--- src/sv/wsd_pkg.sv ---
// Shared types and constants for the WebSocket frame deframer.
package wsd_pkg;

  // Result queue geometry
  localparam int unsigned ResDepth = 4;
  localparam int unsigned ResPtrW  = $clog2(ResDepth);
  localparam int unsigned ResCntW  = $clog2(ResDepth + 1);

  localparam int unsigned LimitW       = 17;
  localparam logic [16:0] LimitReset   = 17'd4096;
  localparam int unsigned TdataOutW    = 32;
  localparam int unsigned TuserOutW    = 4;

  // Frame header constants
  localparam logic [3:0] OpText    = 4'h1;
  localparam logic [3:0] OpBinary  = 4'h2;
  localparam logic [3:0] OpClose   = 4'h8;
  localparam logic [3:0] OpPing    = 4'h9;
  localparam logic [3:0] OpPong    = 4'hA;
  localparam logic [6:0] Len7Ext16 = 7'd126;
  localparam logic [6:0] Len7Ext64 = 7'd127;
  localparam logic [15:0] CtrlMaxLen = 16'd125;
  localparam logic [7:0] PongHdr   = 8'h8A;

  typedef enum logic [3:0] {
    PH_HDR0    = 4'd0,
    PH_HDR1    = 4'd1,
    PH_LEN_HI  = 4'd2,
    PH_LEN_LO  = 4'd3,
    PH_KEY0    = 4'd4,
    PH_KEY1    = 4'd5,
    PH_KEY2    = 4'd6,
    PH_KEY3    = 4'd7,
    PH_PAYLOAD = 4'd8,
    PH_CLOSE   = 4'd9,
    PH_SKIP    = 4'd10
  } phase_e;

  typedef enum logic [1:0] {
    CLS_TEXT   = 2'd0,
    CLS_BINARY = 2'd1,
    CLS_PING   = 2'd2,
    CLS_PONG   = 2'd3
  } class_e;

  typedef enum logic [2:0] {
    KIND_PAYLOAD = 3'd0,
    KIND_PONG    = 3'd1,
    KIND_CLOSE   = 3'd2,
    KIND_ERROR   = 3'd3,
    KIND_EMPTY   = 3'd4
  } kind_e;

  typedef enum logic [1:0] {
    CAUSE_NONE     = 2'd0,
    CAUSE_LEN64    = 2'd1,
    CAUSE_CTRL_LEN = 2'd2,
    CAUSE_LIMIT    = 2'd3
  } cause_e;

  typedef struct packed {
    kind_e       kind;
    logic [7:0]  data;
    logic        last;
    logic        is_binary;
    logic [15:0] frame_length;
    cause_e      cause;
  } res_t;

  // Up to two results from one parser step
  typedef struct packed {
    logic [1:0] cnt;
    res_t       r0;
    res_t       r1;
  } push_t;

endpackage

--- src/sv/websocket_frame_deframer.sv ---
// Top level of the WebSocket frame deframer: input register, parser and result queue.
//
// Receive-side WebSocket deframer. One received byte is taken per request on
// s_axis and the block sustains one byte per clock. A byte is held in an input
// register, parsed once the result queue has room for two results, and its
// results reach m_axis through a four-entry result queue. Text and binary
// payload bytes come out unmasked with tlast on the final one; a ping is
// answered as a pong stream (0x8A, length byte, then the unmasked payload as it
// arrives); pong payloads are swallowed. The byte that completes a ping header
// gives two results at once, so the input stalls only while the queue has fewer
// than two free entries, i.e. when m_axis back-pressures. A close frame, a
// 64-bit length, a control payload over 125 bytes or a data length at or above
// payload_limit gives one close or error result and the parser then ignores all
// further bytes until reset. payload_limit (reset 4096) is written through
// cfg_we_i/cfg_wdata_i; the user must do so only while the block is idle, which
// the block itself does not enforce.
module websocket_frame_deframer (
  input  logic                          clk_i,
  input  logic                          rst_ni,
  // configuration
  input  logic                          cfg_we_i,
  input  logic [wsd_pkg::LimitW-1:0]    cfg_wdata_i,   // payload_limit
  // received bytes
  input  logic                          s_axis_tvalid_i,
  output logic                          s_axis_tready_o,
  input  logic [7:0]                    s_axis_tdata_i, // [7:0] in_byte
  // results
  output logic                          m_axis_tvalid_o,
  input  logic                          m_axis_tready_i,
  // [7:0] out_byte, [23:8] frame_length, [25:24] error_cause, [31:26] zero
  output logic [wsd_pkg::TdataOutW-1:0] m_axis_tdata_o,
  output logic                          m_axis_tlast_o, // out_last
  // [2:0] out_kind, [3] is_binary
  output logic [wsd_pkg::TuserOutW-1:0] m_axis_tuser_o
);

  logic [wsd_pkg::LimitW-1:0] limit_q;
  logic                       in_valid_q, in_valid_d;
  logic [7:0]                 in_byte_q;
  logic                       s_accept;
  logic                       advance;
  logic                       room;
  wsd_pkg::push_t             push;
  wsd_pkg::res_t              res;

  // the held byte is parsed once the queue can take two results
  assign advance         = in_valid_q && room;
  assign s_axis_tready_o = !in_valid_q || advance;
  assign s_accept        = s_axis_tvalid_i && s_axis_tready_o;

  always_comb begin
    if (s_accept) begin
      in_valid_d = 1'b1;
    end else if (advance) begin
      in_valid_d = 1'b0;
    end else begin
      in_valid_d = in_valid_q;
    end
  end

  always_ff @(posedge clk_i or negedge rst_ni) begin
    if (!rst_ni) begin
      in_valid_q <= 1'b0;
      limit_q    <= wsd_pkg::LimitReset;
    end else begin
      in_valid_q <= in_valid_d;
      if (cfg_we_i) begin
        limit_q <= cfg_wdata_i;
      end
    end
  end

  // payload register, no reset needed
  always_ff @(posedge clk_i) begin
    if (s_accept) begin
      in_byte_q <= s_axis_tdata_i;
    end
  end

  wsd_parser u_parser (
    .clk_i      (clk_i),
    .rst_ni     (rst_ni),
    .in_valid_i (advance),
    .in_byte_i  (in_byte_q),
    .limit_i    (limit_q),
    .push_o     (push)
  );

  wsd_res_fifo u_fifo (
    .clk_i   (clk_i),
    .rst_ni  (rst_ni),
    .push_i  (push),
    .room_o  (room),
    .valid_o (m_axis_tvalid_o),
    .ready_i (m_axis_tready_i),
    .res_o   (res)
  );

  assign m_axis_tdata_o = {6'd0, res.cause, res.frame_length, res.data};
  assign m_axis_tlast_o = res.last;
  assign m_axis_tuser_o = {res.is_binary, res.kind};

endmodule

--- src/sv/wsd_parser.sv ---
// Frame parser: header decode, mask key capture and payload unmasking, one byte a step.
module wsd_parser (
  input  logic                 clk_i,
  input  logic                 rst_ni,
  input  logic                 in_valid_i,
  input  logic [7:0]           in_byte_i,
  input  logic [16:0]          limit_i,
  output wsd_pkg::push_t       push_o
);

  wsd_pkg::phase_e phase_q, phase_d;
  wsd_pkg::class_e class_q, class_d;
  logic            mask_q, mask_d;
  logic [15:0]     len_q, len_d;
  logic [15:0]     count_q, count_d;
  logic [31:0]     key_q, key_d;
  logic            halted_q, halted_d;

  logic            step;
  logic [15:0]     len_sel;
  logic            hd_go;
  logic            is_ctrl;
  logic            err_ctrl;
  logic            err_limit;
  logic [7:0]      key_byte;
  logic [15:0]     count_inc;
  logic            pay_last;

  assign step      = in_valid_i && !halted_q;
  assign is_ctrl   = (class_q == wsd_pkg::CLS_PING) || (class_q == wsd_pkg::CLS_PONG);
  assign count_inc = count_q + 16'd1;
  assign pay_last  = (count_inc >= len_q);

  // header completion and its checks
  always_comb begin
    unique case (phase_q)
      wsd_pkg::PH_HDR1:   len_sel = {9'd0, in_byte_i[6:0]};
      wsd_pkg::PH_LEN_LO: len_sel = {len_q[15:8], in_byte_i};
      default:            len_sel = len_q;
    endcase
    hd_go = ((phase_q == wsd_pkg::PH_HDR1) && (in_byte_i[6:0] != wsd_pkg::Len7Ext64) &&
             (in_byte_i[6:0] != wsd_pkg::Len7Ext16) && !in_byte_i[7]) ||
            ((phase_q == wsd_pkg::PH_LEN_LO) && !mask_q) ||
            (phase_q == wsd_pkg::PH_KEY3);
    err_ctrl  = is_ctrl && (len_sel > wsd_pkg::CtrlMaxLen);
    err_limit = !is_ctrl && ({1'b0, len_sel} >= limit_i);
  end

  always_comb begin
    unique case (count_q[1:0])
      2'd0:    key_byte = key_q[31:24];
      2'd1:    key_byte = key_q[23:16];
      2'd2:    key_byte = key_q[15:8];
      default: key_byte = key_q[7:0];
    endcase
  end

  // next state
  always_comb begin
    phase_d  = phase_q;
    class_d  = class_q;
    mask_d   = mask_q;
    len_d    = len_q;
    count_d  = count_q;
    key_d    = key_q;
    halted_d = halted_q;
    if (step) begin
      unique case (phase_q)
        wsd_pkg::PH_HDR0: begin
          if (in_byte_i[3:0] == wsd_pkg::OpText) begin
            class_d = wsd_pkg::CLS_TEXT;
            phase_d = wsd_pkg::PH_HDR1;
          end else if (in_byte_i[3:0] == wsd_pkg::OpBinary) begin
            class_d = wsd_pkg::CLS_BINARY;
            phase_d = wsd_pkg::PH_HDR1;
          end else if (in_byte_i[3:0] == wsd_pkg::OpPing) begin
            class_d = wsd_pkg::CLS_PING;
            phase_d = wsd_pkg::PH_HDR1;
          end else if (in_byte_i[3:0] == wsd_pkg::OpPong) begin
            class_d = wsd_pkg::CLS_PONG;
            phase_d = wsd_pkg::PH_HDR1;
          end else if (in_byte_i[3:0] == wsd_pkg::OpClose) begin
            phase_d = wsd_pkg::PH_CLOSE;
          end else begin
            phase_d = wsd_pkg::PH_SKIP;
          end
        end
        wsd_pkg::PH_HDR1: begin
          mask_d = in_byte_i[7];
          if (in_byte_i[6:0] == wsd_pkg::Len7Ext64) begin
            halted_d = 1'b1;
          end else if (in_byte_i[6:0] == wsd_pkg::Len7Ext16) begin
            phase_d = wsd_pkg::PH_LEN_HI;
          end else begin
            len_d = len_sel;
            if (in_byte_i[7]) begin
              phase_d = wsd_pkg::PH_KEY0;
            end
          end
        end
        wsd_pkg::PH_LEN_HI: begin
          len_d   = {in_byte_i, 8'd0};
          phase_d = wsd_pkg::PH_LEN_LO;
        end
        wsd_pkg::PH_LEN_LO: begin
          len_d = len_sel;
          if (mask_q) begin
            phase_d = wsd_pkg::PH_KEY0;
          end
        end
        wsd_pkg::PH_KEY0: begin
          key_d[31:24] = in_byte_i;
          phase_d      = wsd_pkg::PH_KEY1;
        end
        wsd_pkg::PH_KEY1: begin
          key_d[23:16] = in_byte_i;
          phase_d      = wsd_pkg::PH_KEY2;
        end
        wsd_pkg::PH_KEY2: begin
          key_d[15:8] = in_byte_i;
          phase_d     = wsd_pkg::PH_KEY3;
        end
        wsd_pkg::PH_KEY3: begin
          key_d[7:0] = in_byte_i;
        end
        wsd_pkg::PH_PAYLOAD: begin
          count_d = count_inc;
          if (pay_last) begin
            phase_d = wsd_pkg::PH_HDR0;
          end
        end
        wsd_pkg::PH_CLOSE: begin
          halted_d = 1'b1;
          class_d  = wsd_pkg::CLS_TEXT;
        end
        default: begin
          phase_d = wsd_pkg::PH_HDR0;
        end
      endcase
      // header complete: overrides the phase chosen above
      if (hd_go) begin
        count_d = '0;
        if (err_ctrl || err_limit) begin
          halted_d = 1'b1;
        end else if (len_sel == 16'd0) begin
          phase_d = wsd_pkg::PH_HDR0;
        end else begin
          phase_d = wsd_pkg::PH_PAYLOAD;
        end
      end
    end
  end

  // results
  always_comb begin
    push_o                 = '0;
    push_o.r0.is_binary    = (class_q == wsd_pkg::CLS_BINARY);
    push_o.r1.is_binary    = (class_q == wsd_pkg::CLS_BINARY);
    if (step) begin
      unique case (phase_q)
        wsd_pkg::PH_HDR1, wsd_pkg::PH_LEN_LO, wsd_pkg::PH_KEY3: begin
          if ((phase_q == wsd_pkg::PH_HDR1) && (in_byte_i[6:0] == wsd_pkg::Len7Ext64)) begin
            push_o.cnt     = 2'd1;
            push_o.r0.kind = wsd_pkg::KIND_ERROR;
            push_o.r0.cause = wsd_pkg::CAUSE_LEN64;
          end else if (hd_go) begin
            if (err_ctrl || err_limit) begin
              push_o.cnt             = 2'd1;
              push_o.r0.kind         = wsd_pkg::KIND_ERROR;
              push_o.r0.frame_length = len_sel;
              push_o.r0.cause        = err_ctrl ? wsd_pkg::CAUSE_CTRL_LEN
                                                : wsd_pkg::CAUSE_LIMIT;
            end else if (class_q == wsd_pkg::CLS_PING) begin
              // pong header goes out at once
              push_o.cnt             = 2'd2;
              push_o.r0.kind         = wsd_pkg::KIND_PONG;
              push_o.r0.data         = wsd_pkg::PongHdr;
              push_o.r0.frame_length = len_sel;
              push_o.r1.kind         = wsd_pkg::KIND_PONG;
              push_o.r1.data         = len_sel[7:0];
              push_o.r1.last         = (len_sel == 16'd0);
              push_o.r1.frame_length = len_sel;
            end else if ((class_q != wsd_pkg::CLS_PONG) && (len_sel == 16'd0)) begin
              push_o.cnt     = 2'd1;
              push_o.r0.kind = wsd_pkg::KIND_EMPTY;
            end
          end
        end
        wsd_pkg::PH_PAYLOAD: begin
          if (class_q != wsd_pkg::CLS_PONG) begin
            push_o.cnt             = 2'd1;
            push_o.r0.kind         = (class_q == wsd_pkg::CLS_PING) ? wsd_pkg::KIND_PONG
                                                                    : wsd_pkg::KIND_PAYLOAD;
            push_o.r0.data         = mask_q ? (in_byte_i ^ key_byte) : in_byte_i;
            push_o.r0.last         = pay_last;
            push_o.r0.frame_length = len_q;
          end
        end
        wsd_pkg::PH_CLOSE: begin
          push_o.cnt          = 2'd1;
          push_o.r0.kind      = wsd_pkg::KIND_CLOSE;
          push_o.r0.is_binary = 1'b0;
        end
        default: begin
          push_o.cnt = 2'd0;
        end
      endcase
    end
  end

  always_ff @(posedge clk_i or negedge rst_ni) begin
    if (!rst_ni) begin
      phase_q  <= wsd_pkg::PH_HDR0;
      class_q  <= wsd_pkg::CLS_TEXT;
      mask_q   <= 1'b0;
      len_q    <= '0;
      count_q  <= '0;
      key_q    <= '0;
      halted_q <= 1'b0;
    end else begin
      phase_q  <= phase_d;
      class_q  <= class_d;
      mask_q   <= mask_d;
      len_q    <= len_d;
      count_q  <= count_d;
      key_q    <= key_d;
      halted_q <= halted_d;
    end
  end

`ifndef SYNTHESIS
  a_halt_sticky: assert property (@(posedge clk_i) disable iff (!rst_ni)
    halted_q |=> halted_q)
    else $error("parser left the halted state without reset");

  a_payload_len: assert property (@(posedge clk_i) disable iff (!rst_ni)
    (phase_q == wsd_pkg::PH_PAYLOAD) |-> (count_q < len_q))
    else $error("payload phase with byte count at or past frame length");

  a_halt_quiet: assert property (@(posedge clk_i) disable iff (!rst_ni)
    halted_q |-> (push_o.cnt == 2'd0))
    else $error("results produced while halted");
`endif

endmodule

--- src/sv/wsd_res_fifo.sv ---
// Small result queue: takes up to two results a cycle, gives one when ready_i is high.
module wsd_res_fifo (
  input  logic            clk_i,
  input  logic            rst_ni,
  input  wsd_pkg::push_t  push_i,
  output logic            room_o,
  output logic            valid_o,
  input  logic            ready_i,
  output wsd_pkg::res_t   res_o
);

  wsd_pkg::res_t                   mem [wsd_pkg::ResDepth];
  logic [wsd_pkg::ResPtrW-1:0]     wr_ptr_q, wr_ptr_d;
  logic [wsd_pkg::ResPtrW-1:0]     rd_ptr_q, rd_ptr_d;
  logic [wsd_pkg::ResCntW-1:0]     count_q, count_d;
  logic                            pop;
  logic [wsd_pkg::ResPtrW-1:0]     wr_ptr_nx;

  assign valid_o   = (count_q != '0);
  assign res_o     = mem[rd_ptr_q];
  assign pop       = valid_o && ready_i;
  // two free entries needed, a step may give two results
  assign room_o    = (count_q <= wsd_pkg::ResCntW'(wsd_pkg::ResDepth - 2));
  assign wr_ptr_nx = wr_ptr_q + wsd_pkg::ResPtrW'(1);

  always_comb begin
    wr_ptr_d = wr_ptr_q + wsd_pkg::ResPtrW'(push_i.cnt);
    rd_ptr_d = rd_ptr_q + wsd_pkg::ResPtrW'(pop);
    count_d  = count_q + wsd_pkg::ResCntW'(push_i.cnt) - wsd_pkg::ResCntW'(pop);
  end

  always_ff @(posedge clk_i) begin
    if (push_i.cnt != 2'd0) begin
      mem[wr_ptr_q] <= push_i.r0;
    end
    if (push_i.cnt == 2'd2) begin
      mem[wr_ptr_nx] <= push_i.r1;
    end
  end

  always_ff @(posedge clk_i or negedge rst_ni) begin
    if (!rst_ni) begin
      wr_ptr_q <= '0;
      rd_ptr_q <= '0;
      count_q  <= '0;
    end else begin
      wr_ptr_q <= wr_ptr_d;
      rd_ptr_q <= rd_ptr_d;
      count_q  <= count_d;
    end
  end

`ifndef SYNTHESIS
  a_no_overflow: assert property (@(posedge clk_i) disable iff (!rst_ni)
    count_q <= wsd_pkg::ResCntW'(wsd_pkg::ResDepth))
    else $error("result queue overflow");

  a_push_fits: assert property (@(posedge clk_i) disable iff (!rst_ni)
    (push_i.cnt != 2'd0) |-> room_o)
    else $error("results pushed without room");

  a_pop_count: assert property (@(posedge clk_i) disable iff (!rst_ni)
    (pop && (push_i.cnt == 2'd0)) |=> (count_q == $past(count_q) - 1'b1))
    else $error("queue count not reduced by a lone pop");
`endif

endmodule
--- config.mk ---
export PLATFORM = sky130hd
export DESIGN_NAME = websocket_frame_deframer
export DESIGN_NICKNAME = d
export VERILOG_FILES = /design/src/sv/wsd_pkg.sv /design/src/sv/websocket_frame_deframer.sv /design/src/sv/wsd_parser.sv /design/src/sv/wsd_res_fifo.sv
export SDC_FILE = /design/constraint.sdc
export NUM_CORES = 1
export LEC_CHECK = 0
export ABC_AREA = 1
export BUFFER_PORTS_ARGS = -buffer_cell sky130_fd_sc_hd__buf_2
export CAP_MARGIN = 20
export CORE_MARGIN = 2
export CORE_UTILIZATION = 40
export CTS_BUF_LIST = sky130_fd_sc_hd__clkbuf_2
export DETAILED_ROUTE_END_ITERATION = 10
export GPL_TIMING_DRIVEN = 0
export HOLD_SLACK_MARGIN = 0.08
export PLACE_DENSITY_LB_ADDON = 0.12
export SLEW_MARGIN = 20
export SYNTH_ARGS = -nofsm -noshare
export SYNTH_HDL_FRONTEND = slang
export SYNTH_HIERARCHICAL = 1
export SYNTH_SLANG_ARGS = --single-unit
--- constraint.sdc ---
create_clock -name clk_i -period 6.02 [get_ports clk_i]
set_input_delay 0.903 -clock clk_i [delete_from_list [all_inputs] [get_ports clk_i]]
set_output_delay 0.903 -clock clk_i [all_outputs]
set_load 0.05 [all_outputs]
==> flow_metrics.env <==
export IMPL_outcome="finished, final reports clean"
export IMPL_avgSynthCellArea_um2=8.42
export IMPL_grt_usage=0.228
export IMPL_clockBufferDepth=3
export IMPL_power_internal_uw=3100
export IMPL_die_w_um=186
export IMPL_cpMostUsedCell="nand2_1"
export IMPL_worst_hold_path_type="in2reg"
export IMPL_seqPwrFrac=0.342
export IMPL_netlist_area_leader_share=0.299
export IMPL_syn_inst=1575
export IMPL_finalWirelength_mm=38.2
export IMPL_clock_latency_ps=950
export IMPL_cts_hold_buf=1
export IMPL_cts_resized=0
export IMPL_setup_worst_path_class="reg2reg"
export IMPL_max_slew_margin=0.283
export IMPL_post_route_cells_drive_above_1_share=0.191
export IMPL_p_comb_frac=0.473
export IMPL_synth_seq_area_share=0.482
export IMPL_synthDistinctLibCells=48
export IMPL_path_clk_slew_ps=100
export IMPL_nets=1798
export IMPL_grt_start_max_net_pins=51
export IMPL_slew_violations=0
export IMPL_power_switching_uw=2960
export IMPL_core_area_um2=32600
export IMPL_row_count=66
export IMPL_utilization=0.460
export IMPL_dr_first_iter_drc_count=692
export IMPL_start_util=0.407
export IMPL_worst_ep_required_time_ps=6640
export IMPL_drc=0
export IMPL_leakage_uw=0.00638
export IMPL_crit_fanout=11
export IMPL_crit_chain="inv_1 > nor2_2 > nand2_2 > inv_2 > buf_2 > nor2_1 > ha_1 > nand2_1 > nor2_1 > inv_1 > nor2_1 > nand2_1 > nand2_1 > nand2_1 > nand2_1 > nand2_1 > nand2_1 > nand2_1 > nand3_1 > nand2_1 > nand2_1 > nor2_1 > o31ai_4 > buf_6"
export IMPL_rsz0062_at_grt="no"
export IMPL_cts_root_buffer="clkbuf_2"
export IMPL_cts_buffers=60
export IMPL_dpl_hpwl_mm=28.7
export IMPL_post_cts_buffers=0
export IMPL_pin_count=69
export IMPL_cts_max_level=2
export IMPL_clkSinkCount=229
export IMPL_crit_family="simple AND/OR/NAND/NOR gates"
export IMPL_wl_per_cell_um=17.2
export IMPL_grt_pass1_wl_mm=60.4
export IMPL_port_buffers=62
export IMPL_netlist_area_um2=13300
export IMPL_max_stage_delay_ps=720
export IMPL_hold_ws_ps=209
export IMPL_fmax_mhz=212
export IMPL_ir_drop_v=0.000184
export IMPL_synth_edf_count=132
export IMPL_hold_viol=0
export IMPL_synth_common_cells="nand2_1, o21ai_0, inv_1"
export IMPL_globalplace_congestion=0.918
export IMPL_synth_flop_cell="edfxtp_1"
export IMPL_p_sw_frac=0.488
export IMPL_synth_area_leader_cell="edfxtp_1"
export IMPL_cts_tree="built"
export IMPL_die_area_um2=34600
export IMPL_p_clk_frac=0.186
export IMPL_vias=11167
export IMPL_tns_ps=0
export IMPL_start_kind="register"
export IMPL_antenna_found_initial=1
export IMPL_grt_pass1_vias=11075
export IMPL_ys_ff_latch=229
export IMPL_die_y_um=186
export IMPL_via_per_inst=5.03
export IMPL_crit_buf_inv=5
export IMPL_power_density_nw_per_um2=404
export IMPL_ys_warnings_count=6
export IMPL_timing_final_crit_share=0.785
export IMPL_clock_skew_ps=130
export IMPL_async_reset_ff_frac=0.424
export IMPL_dr_pass1_iters=5
export IMPL_endpoint_kind="register"
export IMPL_yosys_top_cells_area="edfxtp_1, dfrtp_1, nand2_1, o21ai_0, inv_1"
export IMPL_synth_most_common_cell="nand2_1"
export IMPL_layout_min_cycle_time_ps=4730
export IMPL_slowest_stage="o31ai_4"
export IMPL_finalSetupViolCount=0
export IMPL_area_delta_synth_final_pct=13.1
export IMPL_arrival_ps=5340
export IMPL_tightest_slew_ps=1080
export IMPL_ant_nets=0
export IMPL_maxCapViolCount=0
export IMPL_grt_overflow=0
==> metrics by stage <==
| stage | total power, µW | area [µm²] | setup WS [ps] | instances |
|---|---|---|---|---|
| floorplan | 4110 | 13300 | 533 | 1593 |
| global placement | 4910 | 14200 | -2330 | 2097 |
| detailed placement | 4960 | 14400 | 1190 | 2106 |
| CTS | 6110 | 15000 | 1220 | 2219 |
| global route | 6520 | 15000 | 969 | 2220 |
| finish | 6060 | 15000 | 1290 | 2220 |
==> state kept, by name (all words and copies together), names as in the netlist <==
signal	cells
u_parser/class_q	2
in_byte_q	8
u_parser/halted_q	1
u_parser/mask_q	1
u_parser/phase_q	4
in_valid_q	1
u_fifo/rd_ptr_q	2
u_fifo/mem	124
u_fifo/count_q	3
u_parser/count_q	16
u_parser/key_q	32
u_parser/len_q	16
limit_q	17
u_fifo/wr_ptr_q	2
==> cell type report <==
| cell class | instances | area, µm² |
|---|---|---|
| fill | 3325 | 17600 |
| sequential | 229 | 6390 |
| timing repair buffer | 72 | 480 |
| tap | 442 | 553 |
| antenna | 1 | 2.50 |
| clock inverter | 21 | 124 |
| buffer | 99 | 698 |
| inverter | 183 | 687 |
| clock buffer | 91 | 455 |
| multi-input combinational | 1082 | 5610 |
==> worst reg2reg max path: stages (launching register included) <==
cell and delay [ps]:
dfrtp_1 460, inv_1 90, nor2_2 180, nand2_2 130, inv_2 80, buf_2 220, nor2_1 150, ha_1 310
nand2_1 70, nor2_1 170, inv_1 60, nor2_1 140, nand2_1 70, nand2_1 60, nand2_1 40, nand2_1 120
nand2_1 130, nand2_1 130, nand2_1 90, nand3_1 90, nand2_1 160, nand2_1 340, nor2_1 250, o31ai_4 720
buf_6 260
==> per-layer routing <==
layer / vias up / track usage / share of wire
met3: 80 / 0.0354 / 0.054
met5: - / 0 / 0
met4: 0 / 0.0932 / 0.035
met2: 305 / 0.386 / 0.47
li1: 5541 / - / -
met1: 5241 / 0.293 / 0.44
==> logic make-up after synthesis <==
group / share of synthesized area
AOI/OAI and AO/OA: 0.179
xor gates and xnor gates: 0.00792
adders and majority gates: 0.0392
buffers and inverters: 0.104
DFF: 0.482
other: 0.000566
and+or+nand+nor: 0.187
==> power by group through the flow <==
stage	registers [µW]	logic [µW]	clock network, µW
after floorplan	2050	2050	0
after global placement	2100	2810	0
after detailed placement	2100	2860	0
after CTS	2070	2870	1180
after global routing	2100	3170	1260
final	2070	2870	1130
==> final timing paths <==
path                       slack [ps]                   to  cells past startpoint           startpoint
hold reg to reg                   460    u_parser/halted_q                      2    u_parser/halted_q
min in group asynchronous         570  u_parser/count_q[9]                      2               rst_ni
setup reg to reg                 1290     u_fifo/mem[2][3]                     24  u_parser/phase_q[0]
setup / recovery                 1290     u_fifo/mem[2][3]                     24  u_parser/phase_q[0]
max in group asynchronous        4790          limit_q[12]                      3               rst_ni
hold / removal                    210           limit_q[2]                      3       cfg_wdata_i[2]
==> placed cells by master, fill, tap and decap left out, drive strengths merged <==
| cell | n |
|---|---|
| and2 | 1 |
| nand2 | 351 |
| nor2 | 169 |
| o21a | 1 |
| conb | 20 |
| nand4 | 4 |
| diode | 1 |
| xor2 | 11 |
| bufinv | 1 |
| a31oi | 7 |
| clkbuf | 119 |
| o21ai | 326 |
| o211ai | 10 |
| or2 | 5 |
| ha | 40 |
| nor3 | 8 |
| a21oi | 46 |
| o31ai | 5 |
| a31o | 3 |
| fa | 1 |
| nand3b | 1 |
| o221ai | 1 |
| buf | 142 |
| nor4 | 2 |
| edfxtp | 132 |
| a211oi | 1 |
| clkinv | 22 |
| dlygate4sd3 | 1 |
| xnor2 | 1 |
| dfrtp | 96 |
| inv | 181 |
| nand3 | 56 |
| dfstp | 1 |
| o22ai | 12 |
Note: power is estimated with default switching activity, not from simulation.
